[src/rtl/dlle_pkg.sv]
package dlle_pkg;

   localparam int CAPACITY   = 32;
   localparam int DATA_WIDTH = 32;

   // index width holds the null marker, address width only real entries
   localparam int IDX_W  = $clog2(CAPACITY + 1);
   localparam int ADDR_W = $clog2(CAPACITY);

   localparam logic [IDX_W-1:0] NULL_IDX = IDX_W'(CAPACITY);

   typedef logic [IDX_W-1:0]              idx_type;
   typedef logic [ADDR_W-1:0]             addr_type;
   typedef logic signed [DATA_WIDTH-1:0]  data_type;
   typedef logic signed [31:0]            word_type;
   typedef logic [2:0]                    cmd_field_type;
   typedef logic [5:0]                    count_field_type;

   typedef enum logic [2:0] {
      CMD_INS_FRONT = 3'd0,
      CMD_INS_END   = 3'd1,
      CMD_INS_AFTER = 3'd2,
      CMD_DEL_FRONT = 3'd3,
      CMD_DEL_END   = 3'd4,
      CMD_DEL_KEY   = 3'd5,
      CMD_CLEAR     = 3'd6
   } cmd_type;

   typedef enum logic [1:0] {
      ST_OK        = 2'd0,
      ST_NOT_FOUND = 2'd1,
      ST_EMPTY     = 2'd2,
      ST_FULL      = 2'd3
   } status_type;

endpackage

[src/rtl/dlle_if.sv]
interface dlle_req_if;
   import dlle_pkg::*;

   logic          valid;
   logic          ready;
   cmd_field_type cmd;
   word_type      key;
   word_type      value;

   modport source (output valid, output cmd, output key, output value, input ready);
   modport sink   (input valid, input cmd, input key, input value, output ready);
endinterface

interface dlle_rsp_if;
   import dlle_pkg::*;

   logic            valid;
   logic            ready;
   status_type      status;
   count_field_type element_count;
   logic            is_empty;
   word_type        head_value;
   word_type        tail_value;

   modport source (output valid, output status, output element_count, output is_empty,
                   output head_value, output tail_value, input ready);
   modport sink   (input valid, input status, input element_count, input is_empty,
                   input head_value, input tail_value, output ready);
endinterface

[src/rtl/doubly_linked_list_engine.sv]
// channel  | dir | payload                                                  | handshake
// req_if   | in  | cmd, key, value                                          | valid/ready
// rsp_if   | out | status, element_count, is_empty, head_value, tail_value | valid/ready
//
// front, end and clear commands need no walk of the list; insert-after and
// delete-by-key follow one link per cycle through the single read port of
// the node memories.
// reset clears the list registers and the free chain valid bits, no sweep.
// a result waits in the output register while rsp_if.ready is low; the next command
// is taken meanwhile and holds at its result stage until the register frees up.
module doubly_linked_list_engine (
   input  logic         clock,
   input  logic         reset,
   dlle_req_if.sink     req_if,
   dlle_rsp_if.source   rsp_if
);
   import dlle_pkg::*;

   typedef enum logic [3:0] {
      S_IDLE,
      S_DECODE,
      S_INS_WR,
      S_INS_LINK,
      S_SRCH,
      S_IA_WR,
      S_IA_LINK,
      S_TAIL_CHK,
      S_REP_HEAD,
      S_REP_TAIL,
      S_REP_DONE
   } state_type;

   // node pool and free chain
   data_type data_mem [CAPACITY];
   idx_type  next_mem [CAPACITY];
   idx_type  prev_mem [CAPACITY];
   idx_type  free_mem [CAPACITY];

   state_type       state_ff, state_in;
   cmd_field_type   cmd_ff, cmd_in;
   data_type        key_ff, key_in;
   data_type        value_ff, value_in;
   status_type      status_ff, status_in;
   idx_type         head_ff, head_in;
   idx_type         tail_ff, tail_in;
   idx_type         count_ff, count_in;
   idx_type         free_head_ff, free_head_in;
   logic [CAPACITY-1:0] free_valid_ff, free_valid_in;
   idx_type         n_ff, n_in;
   idx_type         cur_ff, cur_in;
   idx_type         after_ff, after_in;
   word_type        hv_ff, hv_in;

   logic            rsp_valid_ff, rsp_valid_in;
   status_type      rsp_status_ff, rsp_status_in;
   count_field_type rsp_count_ff, rsp_count_in;
   logic            rsp_empty_ff, rsp_empty_in;
   word_type        rsp_head_ff, rsp_head_in;
   word_type        rsp_tail_ff, rsp_tail_in;

   // registered memory read data
   data_type data_rd_ff;
   idx_type  next_rd_ff;
   idx_type  prev_rd_ff;
   idx_type  free_rd_ff;
   logic     free_v_ff;

   addr_type node_raddr;
   logic     data_we, next_we, prev_we, free_we;
   addr_type data_waddr, next_waddr, prev_waddr, free_waddr;
   data_type data_wdata;
   idx_type  next_wdata, prev_wdata;

   logic     do_del_front, do_del_end, do_release;
   idx_type  rel_idx;
   idx_type  free_next;
   logic     key_hit;
   logic     ins_empty;

   assign free_next = free_v_ff ? free_rd_ff : free_head_ff + 1'b1;
   assign key_hit   = (data_rd_ff == key_ff);

   assign req_if.ready         = (state_ff == S_IDLE);
   assign rsp_if.valid         = rsp_valid_ff;
   assign rsp_if.status        = rsp_status_ff;
   assign rsp_if.element_count = rsp_count_ff;
   assign rsp_if.is_empty      = rsp_empty_ff;
   assign rsp_if.head_value    = rsp_head_ff;
   assign rsp_if.tail_value    = rsp_tail_ff;

   always_comb begin
      state_in      = state_ff;
      cmd_in        = cmd_ff;
      key_in        = key_ff;
      value_in      = value_ff;
      status_in     = status_ff;
      head_in       = head_ff;
      tail_in       = tail_ff;
      count_in      = count_ff;
      free_head_in  = free_head_ff;
      free_valid_in = free_valid_ff;
      n_in          = n_ff;
      cur_in        = cur_ff;
      after_in      = after_ff;
      hv_in         = hv_ff;

      rsp_valid_in  = rsp_valid_ff && !rsp_if.ready;
      rsp_status_in = rsp_status_ff;
      rsp_count_in  = rsp_count_ff;
      rsp_empty_in  = rsp_empty_ff;
      rsp_head_in   = rsp_head_ff;
      rsp_tail_in   = rsp_tail_ff;

      node_raddr    = head_ff[ADDR_W-1:0];
      data_we       = 1'b0;
      next_we       = 1'b0;
      prev_we       = 1'b0;
      free_we       = 1'b0;
      data_waddr    = n_ff[ADDR_W-1:0];
      next_waddr    = n_ff[ADDR_W-1:0];
      prev_waddr    = n_ff[ADDR_W-1:0];
      free_waddr    = head_ff[ADDR_W-1:0];
      data_wdata    = value_ff;
      next_wdata    = NULL_IDX;
      prev_wdata    = NULL_IDX;

      do_del_front  = 1'b0;
      do_del_end    = 1'b0;
      do_release    = 1'b0;
      rel_idx       = head_ff;
      ins_empty     = 1'b0;

      case (state_ff)
         S_IDLE: begin
            if (req_if.valid) begin
               cmd_in    = req_if.cmd;
               key_in    = data_type'(req_if.key);
               value_in  = data_type'(req_if.value);
               status_in = ST_OK;
               state_in  = S_DECODE;
            end
         end

         // read data here belongs to the head node
         S_DECODE: begin
            state_in = S_REP_HEAD;
            case (cmd_ff)
               CMD_INS_FRONT, CMD_INS_END: begin
                  if (free_head_ff == NULL_IDX) begin
                     status_in = ST_FULL;
                  end else begin
                     n_in         = free_head_ff;
                     free_head_in = free_next;
                     state_in     = S_INS_WR;
                  end
               end
               CMD_INS_AFTER: begin
                  if (head_ff == NULL_IDX) begin
                     status_in = ST_EMPTY;
                  end else begin
                     cur_in   = head_ff;
                     state_in = S_SRCH;
                  end
               end
               CMD_DEL_FRONT: begin
                  if (head_ff == NULL_IDX) status_in = ST_EMPTY;
                  else do_del_front = 1'b1;
               end
               CMD_DEL_END: begin
                  if (tail_ff == NULL_IDX) begin
                     status_in = ST_EMPTY;
                  end else begin
                     node_raddr = tail_ff[ADDR_W-1:0];
                     state_in   = S_TAIL_CHK;
                  end
               end
               CMD_DEL_KEY: begin
                  if (head_ff == NULL_IDX || tail_ff == NULL_IDX) begin
                     status_in = ST_EMPTY;
                  end else if (key_hit) begin
                     do_del_front = 1'b1;
                  end else begin
                     node_raddr = tail_ff[ADDR_W-1:0];
                     state_in   = S_TAIL_CHK;
                  end
               end
               CMD_CLEAR: begin
                  head_in       = NULL_IDX;
                  tail_in       = NULL_IDX;
                  count_in      = '0;
                  free_head_in  = '0;
                  free_valid_in = '0;
               end
               default: ;
            endcase
         end

         // new node written, then the neighbor gets linked unless the list was empty
         S_INS_WR: begin
            data_we = 1'b1;
            next_we = 1'b1;
            prev_we = 1'b1;
            if (cmd_ff == CMD_INS_FRONT) begin
               next_wdata = head_ff;
               prev_wdata = NULL_IDX;
               ins_empty  = (head_ff == NULL_IDX);
            end else begin
               next_wdata = NULL_IDX;
               prev_wdata = tail_ff;
               ins_empty  = (tail_ff == NULL_IDX);
            end
            if (ins_empty) begin
               head_in  = n_ff;
               tail_in  = n_ff;
               count_in = count_ff + 1'b1;
               state_in = S_REP_HEAD;
            end else begin
               state_in = S_INS_LINK;
            end
         end

         S_INS_LINK: begin
            if (cmd_ff == CMD_INS_FRONT) begin
               prev_we    = 1'b1;
               prev_waddr = head_ff[ADDR_W-1:0];
               prev_wdata = n_ff;
               head_in    = n_ff;
            end else begin
               next_we    = 1'b1;
               next_waddr = tail_ff[ADDR_W-1:0];
               next_wdata = n_ff;
               tail_in    = n_ff;
            end
            count_in = count_ff + 1'b1;
            state_in = S_REP_HEAD;
         end

         // read data belongs to cur_ff, one node per cycle
         S_SRCH: begin
            if (key_hit) begin
               state_in = S_REP_HEAD;
               if (cmd_ff == CMD_INS_AFTER) begin
                  if (free_head_ff == NULL_IDX) begin
                     status_in = ST_FULL;
                  end else begin
                     n_in         = free_head_ff;
                     free_head_in = free_next;
                     after_in     = next_rd_ff;
                     state_in     = S_IA_WR;
                  end
               end else begin
                  // unlink a node that is neither head nor tail
                  if (prev_rd_ff != NULL_IDX) begin
                     next_we    = 1'b1;
                     next_waddr = prev_rd_ff[ADDR_W-1:0];
                     next_wdata = next_rd_ff;
                  end
                  if (next_rd_ff != NULL_IDX) begin
                     prev_we    = 1'b1;
                     prev_waddr = next_rd_ff[ADDR_W-1:0];
                     prev_wdata = prev_rd_ff;
                  end
                  do_release = 1'b1;
                  rel_idx    = cur_ff;
               end
            end else if (next_rd_ff == NULL_IDX) begin
               status_in = ST_NOT_FOUND;
               state_in  = S_REP_HEAD;
            end else begin
               cur_in     = next_rd_ff;
               node_raddr = next_rd_ff[ADDR_W-1:0];
            end
         end

         S_IA_WR: begin
            data_we    = 1'b1;
            next_we    = 1'b1;
            prev_we    = 1'b1;
            next_wdata = after_ff;
            prev_wdata = cur_ff;
            state_in   = S_IA_LINK;
         end

         S_IA_LINK: begin
            next_we    = 1'b1;
            next_waddr = cur_ff[ADDR_W-1:0];
            next_wdata = n_ff;
            if (after_ff != NULL_IDX) begin
               prev_we    = 1'b1;
               prev_waddr = after_ff[ADDR_W-1:0];
               prev_wdata = n_ff;
            end else begin
               tail_in = n_ff;
            end
            count_in = count_ff + 1'b1;
            state_in = S_REP_HEAD;
         end

         // read data belongs to the tail node
         S_TAIL_CHK: begin
            if (cmd_ff == CMD_DEL_END || key_hit) begin
               do_del_end = 1'b1;
               state_in   = S_REP_HEAD;
            end else begin
               cur_in   = head_ff;
               state_in = S_SRCH;
            end
         end

         S_REP_HEAD: begin
            state_in = S_REP_TAIL;
         end

         S_REP_TAIL: begin
            hv_in      = (head_ff != NULL_IDX) ? word_type'(data_rd_ff) : '0;
            node_raddr = tail_ff[ADDR_W-1:0];
            state_in   = S_REP_DONE;
         end

         S_REP_DONE: begin
            node_raddr = tail_ff[ADDR_W-1:0];
            if (!rsp_valid_ff || rsp_if.ready) begin
               rsp_valid_in  = 1'b1;
               rsp_status_in = status_ff;
               rsp_count_in  = count_field_type'(count_ff);
               rsp_empty_in  = (head_ff == NULL_IDX);
               rsp_head_in   = hv_ff;
               rsp_tail_in   = (tail_ff != NULL_IDX) ? word_type'(data_rd_ff) : '0;
               state_in      = S_IDLE;
            end
         end

         default: state_in = S_IDLE;
      endcase

      if (do_del_front) begin
         do_release = 1'b1;
         rel_idx    = head_ff;
         if (head_ff == tail_ff) begin
            head_in = NULL_IDX;
            tail_in = NULL_IDX;
         end else begin
            head_in = next_rd_ff;
            if (next_rd_ff != NULL_IDX) begin
               prev_we    = 1'b1;
               prev_waddr = next_rd_ff[ADDR_W-1:0];
               prev_wdata = NULL_IDX;
            end
         end
      end

      if (do_del_end) begin
         do_release = 1'b1;
         rel_idx    = tail_ff;
         if (tail_ff == head_ff) begin
            head_in = NULL_IDX;
            tail_in = NULL_IDX;
         end else begin
            tail_in = prev_rd_ff;
            if (prev_rd_ff != NULL_IDX) begin
               next_we    = 1'b1;
               next_waddr = prev_rd_ff[ADDR_W-1:0];
               next_wdata = NULL_IDX;
            end
         end
      end

      // released node goes on top of the free chain
      if (do_release) begin
         free_we                           = 1'b1;
         free_waddr                        = rel_idx[ADDR_W-1:0];
         free_head_in                      = rel_idx;
         free_valid_in[rel_idx[ADDR_W-1:0]] = 1'b1;
         if (count_ff != '0) count_in = count_ff - 1'b1;
      end
   end

   always_ff @(posedge clock) begin
      if (reset) begin
         state_ff      <= S_IDLE;
         head_ff       <= NULL_IDX;
         tail_ff       <= NULL_IDX;
         count_ff      <= '0;
         free_head_ff  <= '0;
         free_valid_ff <= '0;
         rsp_valid_ff  <= 1'b0;
      end else begin
         state_ff      <= state_in;
         head_ff       <= head_in;
         tail_ff       <= tail_in;
         count_ff      <= count_in;
         free_head_ff  <= free_head_in;
         free_valid_ff <= free_valid_in;
         rsp_valid_ff  <= rsp_valid_in;
      end
      cmd_ff        <= cmd_in;
      key_ff        <= key_in;
      value_ff      <= value_in;
      status_ff     <= status_in;
      n_ff          <= n_in;
      cur_ff        <= cur_in;
      after_ff      <= after_in;
      hv_ff         <= hv_in;
      rsp_status_ff <= rsp_status_in;
      rsp_count_ff  <= rsp_count_in;
      rsp_empty_ff  <= rsp_empty_in;
      rsp_head_ff   <= rsp_head_in;
      rsp_tail_ff   <= rsp_tail_in;
   end

   always_ff @(posedge clock) begin
      if (data_we) data_mem[data_waddr] <= data_wdata;
      if (next_we) next_mem[next_waddr] <= next_wdata;
      if (prev_we) prev_mem[prev_waddr] <= prev_wdata;
      data_rd_ff <= data_mem[node_raddr];
      next_rd_ff <= next_mem[node_raddr];
      prev_rd_ff <= prev_mem[node_raddr];
   end

   // free chain read always follows the free head
   always_ff @(posedge clock) begin
      if (free_we) free_mem[free_waddr] <= free_head_ff;
      free_rd_ff <= free_mem[free_head_ff[ADDR_W-1:0]];
      free_v_ff  <= free_valid_ff[free_head_ff[ADDR_W-1:0]];
   end

endmodule

[src/flat_wrapper.sv]
// flat-port wrapper written by rule: the top's interface ports become plain ports
module doubly_linked_list_engine_flat import dlle_pkg::*;
  (clock, reset, req_if_valid, req_if_cmd, req_if_key, req_if_value, req_if_ready, rsp_if_valid, rsp_if_status, rsp_if_element_count, rsp_if_is_empty, rsp_if_head_value, rsp_if_tail_value, rsp_if_ready);
  dlle_req_if req_if_i ();
  dlle_rsp_if rsp_if_i ();
  input  logic clock;
  input  logic reset;
  input wire logic [$bits(req_if_i.valid)-1:0] req_if_valid;
  input wire logic [$bits(req_if_i.cmd)-1:0] req_if_cmd;
  input wire logic [$bits(req_if_i.key)-1:0] req_if_key;
  input wire logic [$bits(req_if_i.value)-1:0] req_if_value;
  output wire logic [$bits(req_if_i.ready)-1:0] req_if_ready;
  output wire logic [$bits(rsp_if_i.valid)-1:0] rsp_if_valid;
  output wire logic [$bits(rsp_if_i.status)-1:0] rsp_if_status;
  output wire logic [$bits(rsp_if_i.element_count)-1:0] rsp_if_element_count;
  output wire logic [$bits(rsp_if_i.is_empty)-1:0] rsp_if_is_empty;
  output wire logic [$bits(rsp_if_i.head_value)-1:0] rsp_if_head_value;
  output wire logic [$bits(rsp_if_i.tail_value)-1:0] rsp_if_tail_value;
  input wire logic [$bits(rsp_if_i.ready)-1:0] rsp_if_ready;
  assign req_if_i.valid = req_if_valid;
  assign req_if_i.cmd = req_if_cmd;
  assign req_if_i.key = req_if_key;
  assign req_if_i.value = req_if_value;
  assign req_if_ready = req_if_i.ready;
  assign rsp_if_valid = rsp_if_i.valid;
  assign rsp_if_status = rsp_if_i.status;
  assign rsp_if_element_count = rsp_if_i.element_count;
  assign rsp_if_is_empty = rsp_if_i.is_empty;
  assign rsp_if_head_value = rsp_if_i.head_value;
  assign rsp_if_tail_value = rsp_if_i.tail_value;
  assign rsp_if_i.ready = rsp_if_ready;
  doubly_linked_list_engine u_core (.clock(clock), .reset(reset), .req_if(req_if_i), .rsp_if(rsp_if_i));
endmodule
[config.mk]
export PLATFORM = sky130hd
export DESIGN_NAME = doubly_linked_list_engine_flat
export DESIGN_NICKNAME = d
export VERILOG_FILES = /design/src/rtl/dlle_pkg.sv /design/src/rtl/dlle_if.sv /design/src/rtl/doubly_linked_list_engine.sv /design/src/flat_wrapper.sv
export SDC_FILE = /design/constraint.sdc
export NUM_CORES = 2
export LEC_CHECK = 0
export BUFFER_PORTS_ARGS = -buffer_cell sky130_fd_sc_hd__clkbuf_2
export CORE_ASPECT_RATIO = 1.4
export CORE_MARGIN = 2
export CORE_UTILIZATION = 36
export DETAILED_ROUTE_END_ITERATION = 10
export HOLD_SLACK_MARGIN = 0.1
export PLACE_DENSITY = 0.61
export REMOVE_ABC_BUFFERS = 1
export SLEW_MARGIN = 20
export SYNTH_ARGS = -nofsm -noshare
export SYNTH_HDL_FRONTEND = slang
export SYNTH_SLANG_ARGS = --single-unit
export TNS_END_PERCENT = 20
[constraint.sdc]
create_clock -name clock -period 10.3 [get_ports clock]
set_input_delay 0.515 -clock clock [delete_from_list [all_inputs] [get_ports clock]]
set_output_delay 0.515 -clock clock [all_outputs]
set_load 0.1 [all_outputs]
==> impl_metrics.ini <==
[sta]
setup_viol = 0
timing.final.crit_share_pct = 61.56
rsz0062_at_grt = false
drv_slew = 0
worst_pin_slew_ns = 1.210
hold_violations = 0
fin_skew_ns = 0.07652
fmax_ghz = 0.1577
maxSlewHeadroom_pct = 19.33
setup_slack_ns = 3.960
period_minus_slack_ns = 6.340

[outcome]
status = finished clean

[placed_design]
dp_slack_ns = 4.135
gp_congestion = 0.8888
dp_hpwl_um = 117400
io_buffers = 145
dp.cells = 7466

[global_routing]
grt_pass1_vias = 43677
grt_max_degree = 188
grt_antenna_before_repair = 8
grtUsageTotal_pct = 18.96
grt_overflow = 0
grt_pass1_wl_um = 298800

[logic_synthesis]
synth-edff-count = 1792
yosysUniqueCellTypes = 87
ys.flop_type = edfxtp_1
synth.avg_cell_area_um2 = 15.64
async_flop_share_pct = 0
ys_seq_elements = 1904
synth_warnings = 0
netlist_area_mm2 = 0.07536
synth_cells = 4819
yosysSeqAreaShare_pct = 74.38

[setup_path]
critPathMaxStageDelay_ns = 0.78
crit_chain = xor2_1, nor4_1, nand4_1, nor2_1, nor2_1, a221oi_4, buf_4, nand2_4, buf_4, a21oi_1, nor4_2, a22oi_1
crit_type = flip-flop to flip-flop
cp_top_family = simple AND/OR/NAND/NOR gates
cp-end-kind = flip-flop
cp_num_buf_inv = 2
required_ns = 10.98
cp.arrival_ns = 7.03
slowest_stage = nor4_1
start_kind = flip-flop
path_max_fanout = 58

[layout]
areaGrowthSynthToFinish_pct = 14.04
drive_gt1_share_pct = 14.68
fin_nets = 5095
final_cells = 7874

[route]
postRouteAntennaNets = 0
drc = 0
wl_per_cell_um = 26.22
vias_per_cell = 5.633
num_vias = 44355
totalWireLength_um = 206500
dr.pass1.iters = 6
drt_iter0_markers = 4810

[clock_network]
clk_latency_ns = 0.86
root_buffer = clkbuf_16
clk_pin_slew_worst_paths_ns = 0.06
cts_buffers = 182
htreeDepth = 4
post_cts_resized = 0
cts.sinks = 1904
tritoncts = yes
cts_buffer_depth = 3

[power]
cellLeakagePower_uw = 0.02873
powerDensity_mw_per_mm2 = 195.9
power_uw = 16840
ir_worst_vdd_v = 0.0001543

[floorplan]
fp.coreArea_mm2 = 0.2079
die-area_mm2 = 0.2131
die_w_um = 390.7
initial_core_util_pct = 36.26
die_h_um = 545.4
floorplan.rows = 198
io_pins = 146

[worst_hold_path]
min_path_type = input port to flip-flop

[flow_run]
max-cap-violations = 0
==> path summary, 6_finish.rpt <==
check                          from                      endpoint  slack [ns]  cells after the start
setup / recovery  u_core.key_ff[28]          u_core.data_rd_ff[7]        3.96                     12
hold / removal                reset       u_core.free_valid_ff[8]        0.27                      3
setup reg to reg  u_core.key_ff[28]          u_core.data_rd_ff[7]        3.96                     12
hold reg to reg    u_core.hv_ff[31]  u_core.rsp_if.head_value[31]        0.41                      0
==> repair_timing <==
action                                 in CTS  in global routing
endpoints found under the hold margin      71                  0
hold buffers                               69                  0
buffers inserted                            0                  0
==> metrics by stage <==
step	util [%]	instance area, um2	setup TNS [ns]	hold slack [ns]
after floorplan	-	73830	-430.39	0.4003
after global placement	38.06	79110	0	0.4021
after detailed placement	38.06	79110	0	0.4068
after CTS	41.35	85940	0	0.2349
after global routing	41.35	85940	0	0.2752
final	41.35	85940	0	0.2720
==> layout by cell type (no fill, tap or decap), types with 43 or more instances in the layout <==
cell,Yosys,layout
nor2_1,211,179
clkbuf_16,0,185
a32oi_1,46,46
dfxtp_1,112,109
nor4_1,63,63
o22ai_1,134,134
buf_4,25,90
dlygate4sd3_1,0,69
edfxtp_1,1792,1792
o21ai_0,62,52
mux4_2,118,118
and2_1,76,75
nand3_1,207,207
clkbuf_2,0,145
a22oi_1,88,88
o211ai_1,47,47
clkbuf_1,149,43
nand2_1,620,615
mux2i_1,316,316
a21oi_1,271,271
==> final cells by class <==
cell class / instances / area [um2]
well taps: 2700 / 3378
multi-input cells: 2597 / 18110
diodes: 2 / 5.005
clock buffers: 229 / 4805
inverters: 27 / 101.3
repair buffers: 307 / 2152
fillers: 18447 / 121900
clock inverters: 108 / 1328
flip-flops and latches: 1904 / 56070
==> power by group <==
part	switching [uW]	leakage, uW	internal [uW]	total (uW)
sequential	294	0.0172	8720	9010
clock	2960	0.00297	3870	6830
combinational	664	0.00852	331	995
==> synth_stat cells (all sizes together) (4+ instances only) <==
master | number | share of area (%)
or2 | 5 | 0.045
or3 | 9 | 0.075
nor2b | 17 | 0.14
edfxtp | 1792 | 71
a32oi | 46 | 0.53
a221o | 6 | 0.080
dfxtp | 112 | 3.0
ha | 5 | 0.083
nor4 | 104 | 1.2
a21oi | 272 | 1.8
and3 | 11 | 0.091
o22ai | 134 | 1.1
buf | 142 | 1.3
o211ai | 47 | 0.47
mux2i | 316 | 4.2
a31oi | 8 | 0.066
nor3b | 9 | 0.10
nand2 | 625 | 3.1
a2bb2oi | 6 | 0.070
clkbuf | 149 | 0.74
mux4 | 118 | 3.5
nand4 | 6 | 0.050
xor2 | 38 | 0.44
nand2b | 12 | 0.10
nand3b | 9 | 0.090
o21ai | 67 | 0.44
and2 | 76 | 0.63
o31ai | 6 | 0.066
a211oi | 11 | 0.12
inv | 27 | 0.13
nand3 | 207 | 1.4
a22oi | 89 | 0.90
a222oi | 13 | 0.17
a2111oi | 5 | 0.060
mux2 | 11 | 0.16
nor2 | 213 | 1.1
nor3 | 26 | 0.19
xnor2 | 4 | 0.046
a21o | 7 | 0.070
a221oi | 11 | 0.14
o221ai | 8 | 0.093
==> state kept, by name, summed over array words and instances (netlist names), 6 cells and up <==
name                         count
u_core.hv_ff                    32
u_core.next_mem                192
u_core.head_ff                   6
u_core.rsp_if.head_value        32
u_core.prev_mem                192
u_core.cur_ff                    6
u_core.key_ff                   32
u_core.rsp_if.tail_value        32
u_core.free_head_ff              6
u_core.data_wdata               32
u_core.free_rd_ff                6
u_core.free_valid_ff            32
u_core.count_ff                  6
u_core.tail_ff                   6
u_core.free_mem                192
u_core.after_ff                  6
u_core.next_rd_ff                6
u_core.rsp_if.element_count      6
u_core.prev_rd_ff                6
u_core.data_mem               1024
u_core.data_rd_ff               32
u_core.n_ff                      6
==> metal layers <==
layer,up-vias,GRT usage [%],routed length [um],part of all wire [%]
met1,22726,25.07,82210,40
met2,2137,31.24,100000,48
met4,0,7.054,7905,3.8
li1,19093,-,-,-
met5,-,0,0,0
met3,399,3.229,16340,7.9
==> tightest hold or removal path, delay by kind of cell <==
family        cells  cell delay [ns]
buf+inv           2             0.36
simple gates      1             0.17
==> logic make-up (layout without fill, tap and decap cells) <==
| group | after synthesis | count (layout) | share of synthesized area [%] |
|---|---|---|---|
| buffers and inverters | 318 | 671 | 2.163 |
| other | 0 | 2 | 0 |
| AND/OR/NAND/NOR | 1344 | 1344 | 8.499 |
| adder cells (fa/ha/maj) | 5 | 5 | 0.08301 |
| flip-flops | 1904 | 1904 | 74.38 |
| AO/OA/AOI/OAI | 761 | 761 | 6.498 |
| multiplexers | 445 | 445 | 7.888 |
| XOR/XNOR | 42 | 42 | 0.4881 |
Power figures use the tool's default switching activity.
